--- src/rtl/dtc_pkg.sv ---
// Shared type, command codes, counter limit and helper function of the divider/timer block.
`default_nettype none

package dtc_pkg;

    localparam logic [2:0] CMD_TICK      = 3'd0;
    localparam logic [2:0] CMD_RD_DIV    = 3'd1;
    localparam logic [2:0] CMD_RD_CNT    = 3'd2;
    localparam logic [2:0] CMD_WR_DIV    = 3'd3;
    localparam logic [2:0] CMD_WR_CNT    = 3'd4;
    localparam logic [2:0] CMD_WR_RELOAD = 3'd5;
    localparam logic [2:0] CMD_WR_CTL    = 3'd6;

    localparam logic [7:0] CNT_MAX = 8'hFF;

    typedef struct packed {
        logic [2:0] cmd;
        logic [7:0] write_data;
    } t_item;

    // Selected divider bit for control select codes 0..3: bits 9, 3, 5, 7.
    function automatic logic sel_high(input logic [15:0] div, input logic [2:0] ctl);
        logic bit_val;
        case (ctl[1:0])
            2'd0:    bit_val = div[9];
            2'd1:    bit_val = div[3];
            2'd2:    bit_val = div[5];
            default: bit_val = div[7];
        endcase
        return bit_val;
    endfunction

endpackage

`default_nettype wire

--- src/rtl/divider_timer_counter_top.sv ---
// Top level of the divider/timer block with its result register.
`default_nettype none

// The block takes one command word per cycle while not stalled and returns one result
// word for each. An accepted word waits in the input register and moves into the result
// register when that is empty or its output is not stalled. The divider, counter, reload
// and control registers are all updated in the single cycle in which a word moves from the
// input register to the result register. The configuration port is always ready.

module divider_timer_counter_top (
    input  wire logic       i_clk,
    input  wire logic       i_rst_n,
    input  wire logic       i_in_valid,
    output logic            o_in_stall,
    input  wire logic [2:0] i_cmd,
    input  wire logic [7:0] i_write_data,
    output logic            o_out_valid,
    input  wire logic       i_out_stall,
    output logic [7:0]      o_read_data,
    output logic            o_timer_irq,
    input  wire logic       i_cfg_valid,
    output logic            o_cfg_ready,
    input  wire logic       i_cfg_data
);

    logic           item_valid;
    dtc_pkg::t_item item;
    logic           advance;
    logic [7:0]     core_read_data;
    logic           core_irq;
    logic           r_out_valid;
    logic [7:0]     r_read_data;
    logic           r_timer_irq;

    assign advance     = item_valid && (!r_out_valid || !i_out_stall);
    assign o_cfg_ready = 1'b1;

    dtc_in_stage u_in_stage (
        .i_clk        (i_clk),
        .i_rst_n      (i_rst_n),
        .i_valid      (i_in_valid),
        .o_stall      (o_in_stall),
        .i_cmd        (i_cmd),
        .i_write_data (i_write_data),
        .i_advance    (advance),
        .o_item_valid (item_valid),
        .o_item       (item)
    );

    dtc_core u_core (
        .i_clk       (i_clk),
        .i_rst_n     (i_rst_n),
        .i_cfg_we    (i_cfg_valid && o_cfg_ready),
        .i_cfg_data  (i_cfg_data),
        .i_fire      (advance),
        .i_item      (item),
        .o_read_data (core_read_data),
        .o_timer_irq (core_irq)
    );

    always_ff @(posedge i_clk) begin
        if (!i_rst_n) begin
            r_out_valid <= 1'b0;
        end else if (advance) begin
            r_out_valid <= 1'b1;
        end else if (!i_out_stall) begin
            r_out_valid <= 1'b0;
        end
    end

    always_ff @(posedge i_clk) begin
        if (advance) begin
            r_read_data <= core_read_data;
            r_timer_irq <= core_irq;
        end
    end

    assign o_out_valid = r_out_valid;
    assign o_read_data = r_read_data;
    assign o_timer_irq = r_timer_irq;

    a_irq_no_read: assert property (@(posedge i_clk) disable iff (!i_rst_n)
        o_out_valid && o_timer_irq |-> o_read_data == 8'd0)
        else $error("Interrupt raised on a word that carries read data.");

    a_drain: assert property (@(posedge i_clk) disable iff (!i_rst_n)
        item_valid && !r_out_valid |=> r_out_valid)
        else $error("Held input word did not move into an empty result register.");

    a_stall_only_full: assert property (@(posedge i_clk) disable iff (!i_rst_n)
        o_in_stall |-> item_valid && r_out_valid && i_out_stall)
        else $error("Input stalled while the pipeline had room.");

endmodule

`default_nettype wire

--- src/rtl/dtc_in_stage.sv ---
// Input register stage that holds one accepted command word.
`default_nettype none

module dtc_in_stage (
    input  wire logic          i_clk,
    input  wire logic          i_rst_n,
    input  wire logic          i_valid,
    output logic               o_stall,
    input  wire logic [2:0]    i_cmd,
    input  wire logic [7:0]    i_write_data,
    input  wire logic          i_advance,
    output logic               o_item_valid,
    output dtc_pkg::t_item     o_item
);

    logic           r_valid;
    logic           n_valid;
    dtc_pkg::t_item r_item;
    logic           accept;

    assign o_stall      = r_valid && !i_advance;
    assign accept       = i_valid && !o_stall;
    assign o_item_valid = r_valid;
    assign o_item       = r_item;

    always_comb begin
        n_valid = r_valid;
        if (accept) begin
            n_valid = 1'b1;
        end else if (i_advance) begin
            n_valid = 1'b0;
        end
    end

    always_ff @(posedge i_clk) begin
        if (!i_rst_n) begin
            r_valid <= 1'b0;
        end else begin
            r_valid <= n_valid;
        end
    end

    always_ff @(posedge i_clk) begin
        if (accept) begin
            r_item.cmd        <= i_cmd;
            r_item.write_data <= i_write_data;
        end
    end

endmodule

`default_nettype wire

--- src/rtl/dtc_core.sv ---
// Divider, counter, reload and control registers with their per-command update logic.
`default_nettype none

module dtc_core (
    input  wire logic           i_clk,
    input  wire logic           i_rst_n,
    input  wire logic           i_cfg_we,
    input  wire logic           i_cfg_data,
    input  wire logic           i_fire,
    input  wire dtc_pkg::t_item i_item,
    output logic [7:0]          o_read_data,
    output logic                o_timer_irq
);

    logic [15:0] r_div;
    logic [15:0] n_div;
    logic [7:0]  r_cnt;
    logic [7:0]  n_cnt;
    logic [7:0]  r_reload;
    logic [7:0]  n_reload;
    logic [2:0]  r_ctl;
    logic [2:0]  n_ctl;
    logic        r_double_speed;
    logic [15:0] div_step;
    logic        do_bump;
    logic [2:0]  new_ctl;

    assign div_step = r_div + (r_double_speed ? 16'd2 : 16'd1);
    assign new_ctl  = i_item.write_data[2:0];

    always_comb begin
        n_div       = r_div;
        n_reload    = r_reload;
        n_ctl       = r_ctl;
        n_cnt       = r_cnt;
        do_bump     = 1'b0;
        o_read_data = 8'd0;
        case (i_item.cmd)
            dtc_pkg::CMD_TICK: begin
                n_div   = div_step;
                do_bump = r_ctl[2] && dtc_pkg::sel_high(r_div, r_ctl)
                          && !dtc_pkg::sel_high(div_step, r_ctl);
            end
            dtc_pkg::CMD_RD_DIV: begin
                o_read_data = r_div[15:8];
            end
            dtc_pkg::CMD_RD_CNT: begin
                o_read_data = r_cnt;
            end
            dtc_pkg::CMD_WR_DIV: begin
                do_bump = r_ctl[2] && dtc_pkg::sel_high(r_div, r_ctl);
                n_div   = 16'd0;
            end
            dtc_pkg::CMD_WR_CNT: begin
                n_cnt = i_item.write_data;
            end
            dtc_pkg::CMD_WR_RELOAD: begin
                n_reload = i_item.write_data;
                n_cnt    = i_item.write_data;
            end
            dtc_pkg::CMD_WR_CTL: begin
                do_bump = r_ctl[2] && dtc_pkg::sel_high(r_div, r_ctl)
                          && !(new_ctl[2] && dtc_pkg::sel_high(r_div, new_ctl));
                n_ctl   = new_ctl;
            end
            default: begin
            end
        endcase
        o_timer_irq = do_bump && (r_cnt == dtc_pkg::CNT_MAX);
        if (do_bump) begin
            n_cnt = o_timer_irq ? r_reload : r_cnt + 8'd1;
        end
    end

    always_ff @(posedge i_clk) begin
        if (!i_rst_n) begin
            r_div          <= 16'd0;
            r_cnt          <= 8'd0;
            r_reload       <= 8'd0;
            r_ctl          <= 3'd0;
            r_double_speed <= 1'b0;
        end else begin
            if (i_fire) begin
                r_div    <= n_div;
                r_cnt    <= n_cnt;
                r_reload <= n_reload;
                r_ctl    <= n_ctl;
            end
            if (i_cfg_we) begin
                r_double_speed <= i_cfg_data;
            end
        end
    end

endmodule

`default_nettype wire

--- config.mk ---
export PLATFORM = sky130hd
export DESIGN_NAME = divider_timer_counter_top
export DESIGN_NICKNAME = d
export VERILOG_FILES = /design/src/rtl/dtc_pkg.sv /design/src/rtl/divider_timer_counter_top.sv /design/src/rtl/dtc_in_stage.sv /design/src/rtl/dtc_core.sv
export SDC_FILE = /design/constraint.sdc
export NUM_CORES = 1
export LEC_CHECK = 0
export ABC_AREA = 1
export BUFFER_PORTS_ARGS = -buffer_cell sky130_fd_sc_hd__clkbuf_2
export CAP_MARGIN = 0
export CORE_ASPECT_RATIO = 2
export CORE_MARGIN = 8
export CORE_UTILIZATION = 40
export CTS_CLUSTER_DIAMETER = 60
export CTS_CLUSTER_SIZE = 30
export DETAILED_ROUTE_END_ITERATION = 12
export SLEW_MARGIN = 20
export SYNTH_ARGS = -nofsm -noshare
export SYNTH_HDL_FRONTEND = slang
export SYNTH_SLANG_ARGS = --single-unit
--- constraint.sdc ---
create_clock -name i_clk -period 2.6 [get_ports i_clk]
set_input_delay 0.52 -clock i_clk [delete_from_list [all_inputs] [get_ports i_clk]]
set_output_delay 0.52 -clock i_clk [all_outputs]
set_load 0.01 [all_outputs]
After elaboration in Yosys (flattened, before gate mapping)
Index checks and enable logic that the tools add are counted.
{ "word_totals": {"regBits": 58, "input_bits": 17, "output_inout_bits": 12, "word_cells": 72} }
{ "classes": {"add_sub_neg": 2, "eq_ne": 12, "muxes": 19, "n_reduce_logical": 28} }
{ "op_table": {"columns": ["op", "count"], "rows": [
  ["case mux 16 bit (2 select lines)", 1],
  ["2-to-1 mux 8 bit", 3],
  ["adder 16 bit", 1],
  ["case mux 8 bit (2 select lines)", 1],
  ["case mux 1 bit (3 select lines)", 4],
  ["logical AND 1 bit", 10],
  ["== test 3 bit (second input constant)", 3],
  ["2-to-1 mux 1 bit", 9],
  ["adder 8 x 1 -> 8 bit (second input constant)", 1],
  ["== test 8 bit (second input constant)", 1],
  ["AND reduction 2 bit", 4],
  ["== test 3 x 2 -> 1 bit (second input constant)", 2],
  ["zero test 1 bit", 6],
  ["nonzero test 2 bit", 3],
  ["== test 2 x 1 -> 1 bit (second input constant)", 2],
  ["== test 2 bit (second input constant)", 2],
  ["zero test 2 bit", 2],
  ["== test 3 x 1 -> 1 bit (second input constant)", 1],
  ["zero test 3 bit", 1],
  ["2-to-1 mux 2 bit", 1],
  ["inequality test 2 x 1 -> 1 bit (second input constant)", 1],
  ["OR reduction 2 bit", 1],
  ["logical OR 1 bit", 1]
]} }

Depth between registers and ports, before layout
{ "logic_depth": {"word_depth": 10, "ltp_mapped": 16, "depth_no_buf": 16} }

Cells and area by module
A second synthesis with hierarchy kept.
{ "unflattened": {"hier_cells": 374, "hier_area_um2": 2934.1} }
{ "modules_own_cells": {"columns": ["module", "instances", "cells_each", "area_per_inst_um2", "seq_area_each_um2"], "rows": [
  ["dtc_core", 1, 338, 2227.1, 720.7],
  ["dtc_in_stage", 1, 19, 380.4, 350.3],
  ["divider_timer_counter_top", 1, 17, 326.6, 290.3]
]} }

Worst setup path before layout
OpenSTA, ideal clock, no wires.
{ "synth_timing": {"kind": "input port to flip-flop", "from": "in i_out_stall", "to": "reg u_core.r_reload[4]", "setup_time_ns": 0.119, "arrival_ns": 1.878, "required_time_ns": 2.481, "path_slack_ns": 0.603, "path_stages": 9, "path_buffers": 1, "path_cell_list": "nand2_1 -> nand2_2 -> inv_1 -> nand3_2 -> nor2_2 -> inv_1 -> buf_2 -> o21ai_0 -> a21oi_1"} }
{ "synth_via": {"elab_chain_len": 4} }
{ "synth_rtl": {"columns": ["item", "line_no", "text"], "rows": [
  ["start, declared", "divider_timer_counter_top.sv:18", "input wire logic i_out_stall,"],
  ["zero test 1 bit", null, null],
  ["logical OR 1 bit", "divider_timer_counter_top.sv:35", "assign advance = item_valid && (!r_out_valid || !i_out_stall);"],
  ["logical AND 1 bit", "divider_timer_counter_top.sv:35", null],
  ["net advance", "divider_timer_counter_top.sv:28", "logic advance;"],
  ["AND reduction 2 bit (no source line)", null, null],
  ["end signal, assigned", "dtc_core.sv:86", "r_reload <= n_reload;"],
  ["end, declared", "dtc_core.sv:19", "logic [7:0] r_reload;"]
]} }
The timed path passes the listed nets, and every way through them passes these cells.
A chain may end at the register's enable or synchronous reset.

Worst setup path in the final report
{ "layout_timing": {"from": "reg u_core.r_double_speed", "to": "reg u_core.r_div[14]"} }
{ "layout_via": {"elab_chain_len": 3} }
{ "layout_rtl": {"columns": ["item", "line_no", "text"], "rows": [
  ["start, declared", "dtc_core.sv:23", "logic r_double_speed;"],
  ["start signal, assigned", "dtc_core.sv:90", "r_double_speed <= i_cfg_data;"],
  ["2-to-1 mux 2 bit", "dtc_core.sv:28", "assign div_step = r_div + (r_double_speed ? 16'd2 : 16'd1);"],
  ["adder 16 bit", "dtc_core.sv:28", null],
  ["case mux 16 bit (2 select lines)", "dtc_core.sv:38", "case (i_item.cmd)"],
  ["end signal, assigned", "dtc_core.sv:84", "r_div <= n_div;"],
  ["end, declared", "dtc_core.sv:15", "logic [15:0] r_div;"]
]} }
Every way passes these cells.

==> results.json <==
{
  "status": "completed",
  "max_freq_ghz": 0.483,
  "worstReg2RegStart": "u_core.r_double_speed",
  "wl_met3_um": 276,
  "crit_path_end_kind": "register",
  "synth_edf_count": 20,
  "firstDrtPassIters": 4,
  "max_stage_delay_ns": 0.41,
  "dpl_cell_area_mm2": 0.00325,
  "synthArstFlopShare_pct": 0,
  "power.net_switching_w": 0.000498,
  "r2r_cells": 9,
  "core_mm2": 0.00749,
  "r2r-end": "u_core.r_div[14]",
  "synth_ff_type": "dfxtp_1",
  "die_area_mm2": 0.0108,
  "start_util_pct": 40.4,
  "grt_max_degree": 22,
  "maxSlewHeadroom_pct": 58.2,
  "vdd_ir_drop_max_mv": 0.489,
  "synth_cell_type_count": 37,
  "crit_arrival_ns": 2.33,
  "port_buffers": 27,
  "clkPwrFrac_pct": 53.0,
  "synthSimpleGateAreaFrac_pct": 31.0,
  "cts_resized": 0,
  "cts_max_level": 3,
  "drv_cap": 0,
  "tightest_slew_ns": 0.623,
  "swShare_pct": 21.0,
  "period_minus_slack_ns": 2.07,
  "p_comb_share_pct": 5.5,
  "hold_start": "i_write_data[6]",
  "post-cts-setup-buffers": 0,
  "r2r_setup_slack_ns": 0.53,
  "num-nets-final": 437,
  "final_common_cell": "nand2_1",
  "ios": 29,
  "ys_top_cells_by_area": "dfxtp_1, edfxtp_1, nand2_1",
  "cts_hold_buf": 0,
  "synthAdderAreaFrac_pct": 1.90,
  "wl_met1_mm": 3.08,
  "internal-power_w": 0.00187,
  "final_cell_mix": "nand2_1, inv_1, nor2_1, dfxtp_1, nand3_1",
  "setup_viol": 0,
  "placementRows": 45,
  "clock_latency_ns": 0.33,
  "synth_compound_area_share_pct": 12.1,
  "slew_viol_final": 0,
  "gr-usage-all-layers_pct": 12.8,
  "drc": 0,
  "syn_inst": 385,
  "crit_path_cell_trace": "inv_1 > ha_1 > inv_1 > fa_1 > nor4_1 > nand3_1 > xor2_1 > nand3_1 > a21oi_1",
  "min_period_over_period_pct": 79.7,
  "yosysTopAreaCell": "dfxtp_1",
  "leakage_nw": 1.43,
  "vias": 2450,
  "synth_top_area_share_pct": 25.1,
  "area_delta_synth_final_pct": 17.9,
  "syn-cell-area_mm2": 0.00303,
  "antenna_found_initial": 0,
  "synthesis.nets": 406,
  "grt_pass1_wl_mm": 11.0,
  "root_buffer": "clkbuf_16",
  "tns_ns": 0,
  "cp-start-kind": "register",
  "critPathRequiredTime_ns": 2.86,
  "cts_tree": "yes",
  "diodes": 0,
  "min_path_type": "input pin to register",
  "holdPathEnd": "u_in_stage.o_item[6]",
  "dpl.hpwl_mm": 4.85,
  "wl_per_cell_um": 12.6,
  "drt-total-wl_mm": 6.50,
  "rsz0062_at_grt": "no",
  "power_frac_seq_pct": 41.6,
  "crit_type": "register to register",
  "synth_top_family_by_area": "simple AND/OR/NAND/NOR gates",
  "met2_length_mm": 3.03,
  "drive_gt1_share_pct": 17.6,
  "ys_warn_count": 0,
  "post-place-cells": 499,
  "hold_depth": 1,
  "drtIter0Drc": 167,
  "cts_max_path_buffers": 2,
  "clock_skew_ns": 0.00317,
  "first_global_vias": 2374,
  "yosys-mux-area-fraction_pct": 0.372,
  "die_x_um": 77.5,
  "grt-ovfl-total": 0,
  "cp_slowest_cell": "fa_1",
  "power_density_mw_per_mm2": 664,
  "maxUsedRoutingLayer": "met4",
  "synth-xor-area-share_pct": 1.74,
  "gp_routability_congestion": 0.797,
  "seq_area_frac_synth_pct": 45.0,
  "avgViaCountPerCell": 4.76,
  "fin_area_mm2": 0.00357,
  "hold_violations": 0,
  "crit_fanout": 3,
  "ant_nets": 0,
  "clock-sinks": 58,
  "finalNonFillerCells": 515,
  "fp.dieH_um": 139,
  "cts_inserted_buffers": 9,
  "syn_area_per_cell_um2": 7.86,
  "synth_seq_cells": 58,
  "clk_pin_slew_ns": 0.05
}
[power by group through the flow]
stage,clock [W],sequential [W],combinational (W)
6_report,0.00126,0.000985,0.000130
5_1_grt,0.00132,0.000988,0.000148
4_1_cts,0.00128,0.000985,0.000131
3_5_place_dp,0,0.00100,0.000130
3_3_place_gp,0,0.00100,0.000130
2_1_floorplan,0,0.00100,0.0000901
[stage by stage]
stage                     util [%]  setup slack, ns  total power, W  hold WS [ns]
after global placement        43.4            0.552         0.00113         0.437
after global routing          47.7            0.305         0.00245         0.353
after floorplan                  -            0.603         0.00109         0.425
after detailed placement      43.4            0.544         0.00113         0.442
after CTS                     47.7            0.522         0.00239         0.356
final                         47.7            0.528         0.00237         0.364
[worst max-delay path: cells and delay by family (launching register included)]
kind | cells | cell delay (ns)
fa+ha+maj | 2 | 0.61
xor+xnor | 1 | 0.17
flops | 1 | 0.30
compound gates | 1 | 0.11
buf+inv | 2 | 0.18
simple gates | 3 | 0.63
[state kept, by name, summed over array words and instances (netlist names)]
name	count
o_out_valid	1
o_read_data	8
o_timer_irq	1
u_core.r_cnt	8
u_core.r_ctl	3
u_core.r_div	16
u_core.r_double_speed	1
u_core.r_reload	8
u_in_stage.o_item	11
u_in_stage.o_item_valid	1
[Yosys cell counts (3+ instances only)]
library cell  instances
a21oi_1              26
nand3_1              37
nand2_2               7
nor2_1               40
nor3_1                9
nand2_4               3
nand2_1              73
dfxtp_1              38
o22ai_1               6
o21ai_0              23
xor2_1                5
o21ai_1               4
nor2_2                5
a21oi_4               3
inv_1                49
clkbuf_1              5
nand3_2               4
ha_1                  3
edfxtp_1             20
[layout make-up]
type | count | area (um2)
Timing Repair Buffer | 28 | 143
Tap cell | 94 | 118
Fill cell | 741 | 3920
Sequential cell | 58 | 1360
Clock buffer | 11 | 243
Clock inverter | 5 | 77.6
Multi-Input combinational cell | 267 | 1430
Inverter | 52 | 195
[cell families (layout without fill, tap and decap cells)]
family                   Yosys count  in the layout
AO/OA/AOI/OAI                     64             64
XOR/XNOR                           6              6
adder cells (fa/ha/maj)            4              4
buffers and inverters             60             96
flip-flops                        58             58
multiplexers                       1              1
other                              1              1
AND/OR/NAND/NOR                  191            191
[metal layers]
layer  GRT usage, %  up-vias
li1               -     1328
met1           15.5     1061
met2           19.6       51
met3           4.22       10
met4           6.31        0
met5              0        -
[worst max path at each step]
| stage | slack (ns) | end | depth (start not counted) | from |
|---|---|---|---|---|
| after floorplan | 0.60 | u_core.r_reload[4] | 9 | i_out_stall |
| final | 0.53 | u_core.r_div[14] | 9 | u_core.r_double_speed |
| after CTS | 0.52 | u_core.r_div[14] | 9 | u_core.r_double_speed |
| after global placement | 0.55 | u_core.r_div[14] | 9 | u_core.r_double_speed |
| after detailed placement | 0.54 | u_core.r_div[14] | 9 | u_core.r_double_speed |
| after global routing | 0.30 | u_core.r_div[10] | 12 | u_core.r_double_speed |
No activity file was read; power rests on OpenSTA's default activity.
